<file path="config.mk">
export PLATFORM = sky130hd
export DESIGN_NAME = interval_timer_reload_core
export DESIGN_NICKNAME = d
export VERILOG_FILES = /design/src/rtl/core/itr_pkg.sv /design/src/rtl/core/itr_regs.sv /design/src/rtl/core/itr_front.sv /design/src/rtl/core/itr_cmd_queue.sv /design/src/rtl/core/itr_back.sv /design/src/rtl/core/interval_timer_reload_core.sv
export VERILOG_INCLUDE_DIRS = /design/src /design/src/rtl/core
export SDC_FILE = /design/constraint.sdc
export NUM_CORES = 1
export LEC_CHECK = 0
export ABC_CLOCK_PERIOD_IN_PS = 7620
export BUFFER_PORTS_ARGS = -buffer_cell sky130_fd_sc_hd__buf_2
export CORE_ASPECT_RATIO = 0.6
export CORE_UTILIZATION = 35
export CTS_CLUSTER_SIZE = 28
export DETAILED_ROUTE_END_ITERATION = 12
export HOLD_SLACK_MARGIN = 0.1
export PLACE_DENSITY_LB_ADDON = 0.12
export SYNTH_ARGS = -nofsm -noshare
export SYNTH_HDL_FRONTEND = slang
export SYNTH_HIERARCHICAL = 1
export SYNTH_SLANG_ARGS = --single-unit
</file>
<file path="constraint.sdc">
create_clock -name clk -period 7.62 [get_ports clk]
set_input_delay 1.524 -clock clk [delete_from_list [all_inputs] [get_ports clk]]
set_output_delay 1.524 -clock clk [all_outputs]
set_load 0.02 [all_outputs]
</file>
<file path="src/rtl/core/assert_macros.svh">
// Assertion macros used by the timer RTL.
`ifndef ASSERT_MACROS_SVH
`define ASSERT_MACROS_SVH

`ifndef NO_ASSERTIONS

// The expression must hold at every clock edge out of reset.
`define ITR_ASSERT_ALWAYS(lbl, clk, rst_n, expr, msg) \
    lbl: assert property (@(posedge clk) disable iff (!rst_n) (expr)) else $error(msg);

// The consequent must hold in the same cycle as the antecedent.
`define ITR_ASSERT_IMPLIES(lbl, clk, rst_n, ante, cons, msg) \
    lbl: assert property (@(posedge clk) disable iff (!rst_n) (ante) |-> (cons)) \
        else $error(msg);

// The consequent must hold in the cycle after the antecedent.
`define ITR_ASSERT_NEXT(lbl, clk, rst_n, ante, cons, msg) \
    lbl: assert property (@(posedge clk) disable iff (!rst_n) (ante) |=> (cons)) \
        else $error(msg);

`else

`define ITR_ASSERT_ALWAYS(lbl, clk, rst_n, expr, msg)
`define ITR_ASSERT_IMPLIES(lbl, clk, rst_n, ante, cons, msg)
`define ITR_ASSERT_NEXT(lbl, clk, rst_n, ante, cons, msg)

`endif

`endif

</file>
<file path="src/rtl/core/itr_pkg.sv">
// Shared types and constants of the interval timer with periodic reload.
package itr_pkg;

    localparam int SEC_W  = 27;
    localparam int USEC_W = 20;

    localparam logic [20:0]      USEC_PER_SEC = 21'd1000000;
    localparam logic [USEC_W-1:0] MAX_MICROS  = 20'd999999;
    localparam logic [SEC_W-1:0]  MAX_SECONDS = 27'd100000000;
    localparam logic [USEC_W-1:0] TICK_RESET  = 20'd10000;

    localparam logic OP_LOAD = 1'b0;
    localparam logic OP_TICK = 1'b1;

    localparam int ADDR_W    = 4;
    localparam int REG_IDX_W = 2;
    localparam logic [REG_IDX_W-1:0] REG_RELOAD_SEC  = 2'd0;
    localparam logic [REG_IDX_W-1:0] REG_RELOAD_USEC = 2'd1;
    localparam logic [REG_IDX_W-1:0] REG_TICK_USEC   = 2'd2;

    localparam int CMD_QUEUE_DEPTH = 2;

    // Configuration as the datapath sees it, already clamped to range.
    typedef struct packed {
        logic [SEC_W-1:0]  reload_sec;
        logic [USEC_W-1:0] reload_usec;
        logic [USEC_W-1:0] tick_usec;
    } cfg_t;

    // Classified word handed from the front end to the back end.
    typedef struct packed {
        logic              op;
        logic              bad;
        logic [SEC_W-1:0]  sec;
        logic [USEC_W-1:0] usec;
    } cmd_t;

    typedef struct packed {
        logic [SEC_W-1:0]  left_sec;
        logic [USEC_W-1:0] left_usec;
        logic              expired;
        logic              running;
        logic              bad_load;
    } result_t;

endpackage

</file>
<file path="src/rtl/core/itr_regs.sv">
// Configuration registers behind the APB-style port.
module itr_regs (
    input  logic                        clk,
    input  logic                        rst_n,
    input  logic                        psel,
    input  logic                        penable,
    input  logic                        pwrite,
    input  logic [itr_pkg::ADDR_W-1:0]  paddr,
    input  logic [31:0]                 pwdata,
    output logic [31:0]                 prdata,
    output logic                        pready,
    output itr_pkg::cfg_t               cfg
);
    import itr_pkg::*;

    logic [SEC_W-1:0]     reload_sec_reg;
    logic [USEC_W-1:0]    reload_usec_reg;
    logic [USEC_W-1:0]    tick_usec_reg;
    logic [REG_IDX_W-1:0] idx;
    logic                 wr_en;

    assign pready = 1'b1;
    assign idx    = paddr[ADDR_W-1:2];
    assign wr_en  = psel && penable && pwrite && pready;

    always_ff @(posedge clk or negedge rst_n)
    begin
        if (!rst_n)
        begin
            reload_sec_reg  <= '0;
            reload_usec_reg <= '0;
            tick_usec_reg   <= TICK_RESET;
        end
        else if (wr_en)
        begin
            unique case (idx)
                REG_RELOAD_SEC:  reload_sec_reg  <= pwdata[SEC_W-1:0];
                REG_RELOAD_USEC: reload_usec_reg <= pwdata[USEC_W-1:0];
                REG_TICK_USEC:   tick_usec_reg   <= pwdata[USEC_W-1:0];
                default:         ;
            endcase
        end
    end

    always_comb
    begin
        unique case (idx)
            REG_RELOAD_SEC:  prdata = 32'(reload_sec_reg);
            REG_RELOAD_USEC: prdata = 32'(reload_usec_reg);
            REG_TICK_USEC:   prdata = 32'(tick_usec_reg);
            default:         prdata = '0;
        endcase
    end

    // Out-of-range settings behave as the nearest legal value.
    always_comb
    begin
        cfg.reload_sec  = (reload_sec_reg > MAX_SECONDS) ? MAX_SECONDS : reload_sec_reg;
        cfg.reload_usec = (reload_usec_reg > MAX_MICROS) ? MAX_MICROS : reload_usec_reg;
        cfg.tick_usec   = (tick_usec_reg > MAX_MICROS) ? MAX_MICROS : tick_usec_reg;
    end

endmodule

</file>
<file path="src/rtl/core/itr_front.sv">
// Front end: validates and rounds loads, clamps tick lengths.
module itr_front (
    input  logic                       op,
    input  logic signed [31:0]         load_seconds,
    input  logic signed [31:0]         load_micros,
    input  logic [itr_pkg::USEC_W-1:0] elapsed_micros,
    input  itr_pkg::cfg_t              cfg,
    output itr_pkg::cmd_t              cmd
);
    import itr_pkg::*;

    logic [31:0]       s_u;
    logic [31:0]       m_u;
    logic              invalid;
    logic [USEC_W-1:0] load_m;
    logic [USEC_W-1:0] elapsed_c;

    assign s_u = $unsigned(load_seconds);
    assign m_u = $unsigned(load_micros);

    // A negative value has its top bit set and so fails the upper bound too.
    assign invalid = (s_u > 32'(MAX_SECONDS)) || (m_u > 32'(MAX_MICROS));

    always_comb
    begin
        load_m = m_u[USEC_W-1:0];
        if ((s_u == 32'd0) && (load_m != '0) && (load_m < cfg.tick_usec))
        begin
            load_m = cfg.tick_usec;
        end
        elapsed_c = (elapsed_micros > MAX_MICROS) ? MAX_MICROS : elapsed_micros;
    end

    always_comb
    begin
        cmd.op  = op;
        cmd.bad = (op == OP_LOAD) && invalid;
        cmd.sec = s_u[SEC_W-1:0];
        cmd.usec = (op == OP_TICK) ? elapsed_c : load_m;
    end

endmodule

</file>
<file path="src/rtl/core/itr_cmd_queue.sv">
// Short queue of classified words between the front and back ends.
module itr_cmd_queue #(
    parameter int DEPTH = itr_pkg::CMD_QUEUE_DEPTH
) (
    input  logic          clk,
    input  logic          rst_n,
    input  logic          push,
    input  itr_pkg::cmd_t push_word,
    output logic          full,
    input  logic          pop,
    output itr_pkg::cmd_t head,
    output logic          empty
);
    import itr_pkg::*;

    localparam int IDX_W = (DEPTH > 1) ? $clog2(DEPTH) : 1;
    localparam int CNT_W = $clog2(DEPTH + 1);

    cmd_t             mem [DEPTH];
    logic [IDX_W-1:0] wr_ptr_reg;
    logic [IDX_W-1:0] rd_ptr_reg;
    logic [CNT_W-1:0] cnt_reg;
    logic             do_push;
    logic             do_pop;

    assign full    = (cnt_reg == CNT_W'(DEPTH));
    assign empty   = (cnt_reg == '0);
    assign do_push = push && !full;
    assign do_pop  = pop && !empty;
    assign head    = mem[rd_ptr_reg];

    always_ff @(posedge clk)
    begin
        if (do_push)
        begin
            mem[wr_ptr_reg] <= push_word;
        end
    end

    always_ff @(posedge clk or negedge rst_n)
    begin
        if (!rst_n)
        begin
            wr_ptr_reg <= '0;
            rd_ptr_reg <= '0;
            cnt_reg    <= '0;
        end
        else
        begin
            if (do_push)
            begin
                wr_ptr_reg <= (wr_ptr_reg == IDX_W'(DEPTH - 1)) ? '0 : wr_ptr_reg + 1'b1;
            end
            if (do_pop)
            begin
                rd_ptr_reg <= (rd_ptr_reg == IDX_W'(DEPTH - 1)) ? '0 : rd_ptr_reg + 1'b1;
            end
            if (do_push && !do_pop)
            begin
                cnt_reg <= cnt_reg + 1'b1;
            end
            else if (do_pop && !do_push)
            begin
                cnt_reg <= cnt_reg - 1'b1;
            end
        end
    end

endmodule

</file>
<file path="src/rtl/core/itr_back.sv">
// Back end: countdown state, expiry and reload, and the result buffer.
`include "assert_macros.svh"

module itr_back (
    input  logic            clk,
    input  logic            rst_n,
    input  itr_pkg::cfg_t   cfg,
    input  itr_pkg::cmd_t   cmd,
    input  logic            cmd_empty,
    output logic            cmd_pop,
    input  logic            out_pop,
    output logic            out_empty,
    output itr_pkg::result_t out_word
);
    import itr_pkg::*;

    logic [SEC_W-1:0]  cs_reg;
    logic [USEC_W-1:0] cm_reg;
    logic [SEC_W-1:0]  cs_next;
    logic [USEC_W-1:0] cm_next;
    logic              expired;

    result_t           out_mem [2];
    logic              wr_ptr_reg;
    logic              rd_ptr_reg;
    logic [1:0]        out_cnt_reg;
    logic              out_take;
    logic              room;

    logic              nz;
    logic [USEC_W-1:0] over;
    logic [20:0]       borrow_sum;
    logic [20:0]       reload_sum;
    result_t           res;

    assign out_empty = (out_cnt_reg == 2'd0);
    assign out_take  = out_pop && !out_empty;
    assign room      = (out_cnt_reg != 2'd2) || out_take;
    assign cmd_pop   = !cmd_empty && room;
    assign out_word  = out_mem[rd_ptr_reg];

    assign nz         = (cs_reg != '0) || (cm_reg != '0);
    assign over       = cmd.usec - cm_reg;
    assign borrow_sum = {1'b0, cm_reg} + USEC_PER_SEC - {1'b0, cmd.usec};
    assign reload_sum = {1'b0, cfg.reload_usec} + USEC_PER_SEC - {1'b0, over};

    always_comb
    begin
        cs_next = cs_reg;
        cm_next = cm_reg;
        expired = 1'b0;
        if (cmd.op == OP_LOAD)
        begin
            if (!cmd.bad)
            begin
                cs_next = cmd.sec;
                cm_next = cmd.usec;
            end
        end
        else if (nz)
        begin
            if ((cs_reg == '0) && (cm_reg <= cmd.usec))
            begin
                // Expiry: reload less overshoot, or 1 us; none: stop.
                expired = 1'b1;
                if ((cfg.reload_sec == '0) && (cfg.reload_usec == '0))
                begin
                    cs_next = '0;
                    cm_next = '0;
                end
                else if (cfg.reload_usec >= over)
                begin
                    cs_next = cfg.reload_sec;
                    cm_next = cfg.reload_usec - over;
                end
                else if (cfg.reload_sec == '0)
                begin
                    cs_next = '0;
                    cm_next = USEC_W'(1);
                end
                else
                begin
                    cs_next = cfg.reload_sec - 1'b1;
                    cm_next = reload_sum[USEC_W-1:0];
                end
            end
            else if (cm_reg < cmd.usec)
            begin
                cs_next = cs_reg - 1'b1;
                cm_next = borrow_sum[USEC_W-1:0];
            end
            else
            begin
                cm_next = cm_reg - cmd.usec;
            end
        end
    end

    always_comb
    begin
        res.left_sec  = cs_next;
        res.left_usec = cm_next;
        res.expired   = expired;
        res.running   = (cs_next != '0) || (cm_next != '0);
        res.bad_load  = cmd.bad;
    end

    always_ff @(posedge clk)
    begin
        if (cmd_pop)
        begin
            out_mem[wr_ptr_reg] <= res;
        end
    end

    always_ff @(posedge clk or negedge rst_n)
    begin
        if (!rst_n)
        begin
            cs_reg      <= '0;
            cm_reg      <= '0;
            wr_ptr_reg  <= 1'b0;
            rd_ptr_reg  <= 1'b0;
            out_cnt_reg <= 2'd0;
        end
        else
        begin
            if (cmd_pop)
            begin
                cs_reg     <= cs_next;
                cm_reg     <= cm_next;
                wr_ptr_reg <= ~wr_ptr_reg;
            end
            if (out_take)
            begin
                rd_ptr_reg <= ~rd_ptr_reg;
            end
            if (cmd_pop && !out_take)
            begin
                out_cnt_reg <= out_cnt_reg + 1'b1;
            end
            else if (out_take && !cmd_pop)
            begin
                out_cnt_reg <= out_cnt_reg - 1'b1;
            end
        end
    end

    `ITR_ASSERT_ALWAYS(a_usec_range, clk, rst_n, cm_reg <= MAX_MICROS, "micros above range")
    `ITR_ASSERT_ALWAYS(a_sec_range, clk, rst_n, cs_reg <= MAX_SECONDS, "seconds above range")
    `ITR_ASSERT_NEXT(a_idle_hold, clk, rst_n, !cmd_pop, $stable(cs_reg) && $stable(cm_reg), "state moved with no word taken")
    `ITR_ASSERT_NEXT(a_bad_hold, clk, rst_n, cmd_pop && cmd.bad, $stable(cs_reg) && $stable(cm_reg), "rejected load changed the state")
    `ITR_ASSERT_IMPLIES(a_no_overflow, clk, rst_n, (out_cnt_reg == 2'd2) && !out_take, !cmd_pop, "result buffer overrun")

endmodule

</file>
<file path="src/rtl/core/interval_timer_reload_core.sv">
// Interval countdown timer with periodic reload: top level.
//
// Words enter on push/full: a word is taken at a clock edge with push high
// and full low. op selects a load (check and install a seconds/microseconds
// value) or a tick (count down by elapsed_micros, reloading on expiry).
// Every word yields exactly one result word, held on the result ports while
// empty is low and taken at an edge with pop high.
// A word accepted into the command queue waits at its head until the back
// end takes it, which needs room in the result buffer; at that edge the
// back end updates the countdown and writes the result buffer, from which
// the result is popped. Throughput is one word per cycle while pop is
// kept high; the countdown subtract and reload in the back end are
// combinational. When pop stays low the two-entry result buffer and the
// two-entry command queue fill and full rises; nothing is dropped, and
// full falls just after the first edge at which a result is taken again.
// Reset clears the countdown to zero, empties both queues and sets the
// registers to no reload interval and a 10000 us tick. Registers sit at
// byte addresses 0, 4 and 8; the user must see that they are written only
// while the timer is idle, as the block itself does not enforce this.
module interval_timer_reload_core #(
    parameter int CMD_DEPTH = itr_pkg::CMD_QUEUE_DEPTH
) (
    input  logic                       clk,
    input  logic                       rst_n,
    input  logic                       psel,
    input  logic                       penable,
    input  logic                       pwrite,
    input  logic [itr_pkg::ADDR_W-1:0] paddr,
    input  logic [31:0]                pwdata,
    output logic [31:0]                prdata,
    output logic                       pready,
    input  logic                       push,
    output logic                       full,
    input  logic                       op,
    input  logic signed [31:0]         load_seconds,
    input  logic signed [31:0]         load_micros,
    input  logic [itr_pkg::USEC_W-1:0] elapsed_micros,
    output logic                       empty,
    input  logic                       pop,
    output logic [itr_pkg::SEC_W-1:0]  left_seconds,
    output logic [itr_pkg::USEC_W-1:0] left_micros,
    output logic                       expired,
    output logic                       running,
    output logic                       bad_load
);
    import itr_pkg::*;

    cfg_t    cfg;
    cmd_t    front_word;
    cmd_t    head_word;
    logic    q_empty;
    logic    q_pop;
    result_t res;

    itr_regs u_regs (
        .clk     (clk),
        .rst_n   (rst_n),
        .psel    (psel),
        .penable (penable),
        .pwrite  (pwrite),
        .paddr   (paddr),
        .pwdata  (pwdata),
        .prdata  (prdata),
        .pready  (pready),
        .cfg     (cfg)
    );

    itr_front u_front (
        .op             (op),
        .load_seconds   (load_seconds),
        .load_micros    (load_micros),
        .elapsed_micros (elapsed_micros),
        .cfg            (cfg),
        .cmd            (front_word)
    );

    itr_cmd_queue #(
        .DEPTH (CMD_DEPTH)
    ) u_queue (
        .clk       (clk),
        .rst_n     (rst_n),
        .push      (push),
        .push_word (front_word),
        .full      (full),
        .pop       (q_pop),
        .head      (head_word),
        .empty     (q_empty)
    );

    itr_back u_back (
        .clk       (clk),
        .rst_n     (rst_n),
        .cfg       (cfg),
        .cmd       (head_word),
        .cmd_empty (q_empty),
        .cmd_pop   (q_pop),
        .out_pop   (pop),
        .out_empty (empty),
        .out_word  (res)
    );

    assign left_seconds = res.left_sec;
    assign left_micros  = res.left_usec;
    assign expired      = res.expired;
    assign running      = res.running;
    assign bad_load     = res.bad_load;

endmodule

</file>
==> results_dict.tcl <==
set metrics [dict create \
    status "complete, but fails checks" \
    violations "negative setup slack" \
    syn_to_final_growth_pct 20.9 \
    gp_congestion 0.949 \
    cts_tree "yes" \
    nets 2914 \
    relSlewSlack_pct 18.4 \
    ctsRootBufferMaster "clkbuf_16" \
    slowest_delay_ns 0.63 \
    cts_sinks 320 \
    tightestPinTransition_ns 1.22 \
    synth_area_leaders "edfxtp_1 (26%), dfrtp_1 (13%), ha_1 (7.2%)" \
    num_rows 72 \
    start_util_pct 35.6 \
    synthArstFlopShare_pct 38.1 \
    ys_ff_latch 320 \
    num_io_pins 213 \
    multi_input_area_mm2 0.0129 \
    hp-class "reg -> reg" \
    dieArea_mm2 0.0668 \
    reg_top3 "u_back/out_mem (100), u_queue/mem (98)" \
    fmax_ghz 0.127 \
    cp-end-kind "flop" \
    synth_cell_types 98 \
    hold_viol 0 \
    overflow 0 \
    dr.pass1.iters 5 \
    yosysSeqAreaShare_pct 39.1 \
    grt_util_met2_pct 36.7 \
    routed_wl_um 84300 \
    antenna_left 0 \
    path_clk_slew_ns 0.06 \
    die_y_um 201 \
    grt_usage_pct 24.9 \
    regMostFlops "u_back/out_mem" \
    seqCellArea_mm2 0.00901 \
    worstPathMaxFanout 5 \
    fillers 6298 \
    grt.met3_usage_pct 4.65 \
    clk_latency_ns 0.58 \
    drc 0 \
    antenna_found_initial 1 \
    hpwl_um 66300 \
    yosysWarnings 6 \
    worst_ep_arrival_time_ns 8.15 \
    critPathSlowestCell "or4_4" \
    synth_edf_count 198 \
    top_usage_layer "met1" \
    cp-start-kind "flop" \
    required_ns 7.91 \
    grt_pass1_vias 18900 \
    avgRoutedWirePerCell_um 24.1 \
    cts_htree_levels 2 \
    postSynthCellCount 2268 \
    drv_slew 0 \
    post-route-util_pct 43.0 \
    ctsHoldBuffers 0 \
    fin_skew_ns 0.0410 \
    clock_path_buffers 3 \
    syn_area_per_cell_um2 10.1 \
    via_per_inst 5.53 \
    largest_register_ff_count 100 \
    synth_top_area_share_pct 25.8 \
    rsz0062_at_grt "yes" \
    finalCritPeriodShare_pct 103 \
    ys.flop_type "edfxtp_1" \
    use_met1_pct 38.0 \
    synthesis.area_mm2 0.0230 \
    port_buffers 199 \
    grt_first_pass_wirelength_um 125000 \
    initialDrtViolationCount 1786 \
    route.vias.total 19400 \
    numCtsBuffers 35 \
    yosysTopAreaCell "edfxtp_1" \
    layout_min_cycle_time_ns 7.86 \
    drive_above_1_share_pct 30.1 \
    grt_max_degree 76 \
    setup_slack_ns -0.241 \
    die_w_um 333 \
    core_area_mm2 0.0647 \
    drv_cap 0 \
    critPathKind "reg -> reg" \
    setup_viol 2 \
]
## placed cells by master (no fill, tap or decap), types with 35 or more instances in the layout
cell type | synthesis | routed
nand2b_1 | 38 | 38
nand4_1 | 36 | 36
buf_2 | 16 | 198
nor2_1 | 126 | 121
clkbuf_16 | 0 | 35
o21ai_0 | 144 | 131
mux2i_1 | 49 | 48
xnor2_1 | 70 | 69
nor3_1 | 44 | 42
a21oi_1 | 99 | 95
xor2_1 | 45 | 44
nand2_1 | 154 | 153
buf_4 | 39 | 233
edfxtp_1 | 198 | 198
inv_1 | 176 | 174
mux2_4 | 49 | 49
mux2_2 | 138 | 138
dfrtp_1 | 117 | 115
ha_1 | 133 | 129
nor4_1 | 61 | 56
nand3_1 | 38 | 38
## worst max-delay path: cells and delay by family (launching register included)
kind | cells | cell delay [ns]
buffers and inverters | 6 | 0.71
adder cells (fa/ha/maj) | 3 | 0.81
XOR/XNOR | 1 | 0.15
multiplexers | 2 | 0.54
AO/OA/AOI/OAI | 13 | 2.14
AND/OR/NAND/NOR | 10 | 2.78
flip-flops | 1 | 0.41
## final timing paths
kind / slack (ns) / startpoint / cells past startpoint / end
worst max-delay path: -0.24 / u_queue/rd_ptr_reg / 35 / u_back/out_mem[1][1]
worst min-delay path: 0.52 / u_queue/cnt_reg[1] / 1 / u_queue/cnt_reg[1]
worst max register to register: -0.24 / u_queue/rd_ptr_reg / 35 / u_back/out_mem[1][1]
worst min register to register: 0.52 / u_queue/cnt_reg[1] / 1 / u_queue/cnt_reg[1]
max in group asynchronous: 5.29 / rst_n / 2 / u_queue/rd_ptr_reg
min in group asynchronous: 1.00 / rst_n / 1 / u_back/cm_reg[8]
## final cells by class
cell class / count / share of cell area [%]
antenna: 2 / 0.0180
clock buffer: 50 / 3.65
clock inverter: 14 / 0.616
inverter: 177 / 2.40
multi-input combinational: 1642 / 46.3
sequential: 320 / 32.4
tap: 851 / 3.83
timing repair buffer: 449 / 10.8
## cells by family after synthesis
logic type | after synthesis | synth area share [%]
AO/OA/AOI/OAI | 479 | 13.6
XOR/XNOR | 116 | 4.47
adder cells (fa/ha/maj) | 163 | 9.76
buffers and inverters | 310 | 6.33
flip-flops | 320 | 39.1
multiplexers | 236 | 12.1
other | 2 | 0.0326
AND/OR/NAND/NOR | 642 | 14.6
## through the flow
step	setup TNS (ns)	area [um2]	worst slack, ns	hold WS (ns)	std cells
2_1_floorplan	0	23000	0.000357	0.455	2272
3_3_place_gp	-1.63	26100	-0.817	0.507	3416
3_5_place_dp	-1.48	26100	-0.739	0.510	3416
4_1_cts	-0.226	27700	-0.113	0.521	3496
5_1_grt	-0.976	27800	-0.488	0.549	3503
6_report	-0.481	27800	-0.241	0.520	3505
## synth_stat cells (12+ instances only)
cell type,n
a31oi_1,18
nor2b_1,19
xor2_1,45
buf_4,39
nor2_1,126
nor4_1,61
edfxtp_1,198
clkbuf_1,60
and2_1,31
o21ai_0,144
mux2_4,49
nor3_1,44
buf_2,16
xnor2_1,70
o21bai_1,15
a21oi_1,99
dfrtp_1,117
nand3_1,38
inv_1,176
mux2i_1,49
nand2b_1,38
ha_1,133
nand4_1,36
or3_1,16
a211oi_1,12
fa_1,28
mux2_2,138
o211ai_1,23
nand2_1,154
or4_1,19
a21o_1,21
## routing by layer
layer / part of all wire (%) / vias to the layer above
met4: 1.4 / 2
met3: 7.0 / 85
met2: 42 / 663
li1: - / 8936
met1: 49 / 9705
met5: 0.015 / -
## timing repair
| action | 4_1_cts | 5_1_grt |
|---|---|---|
| pin swaps | 36 | 30 |
| resized for setup | 55 | 32 |
| endpoints found under the setup margin | 2 | 2 |
| gates cloned | 0 | 1 |
| buffers inserted | 16 | 6 |
Power is not shown: default switching activity piles up to over one toggle a cycle in this logic, so the estimate is an artifact.
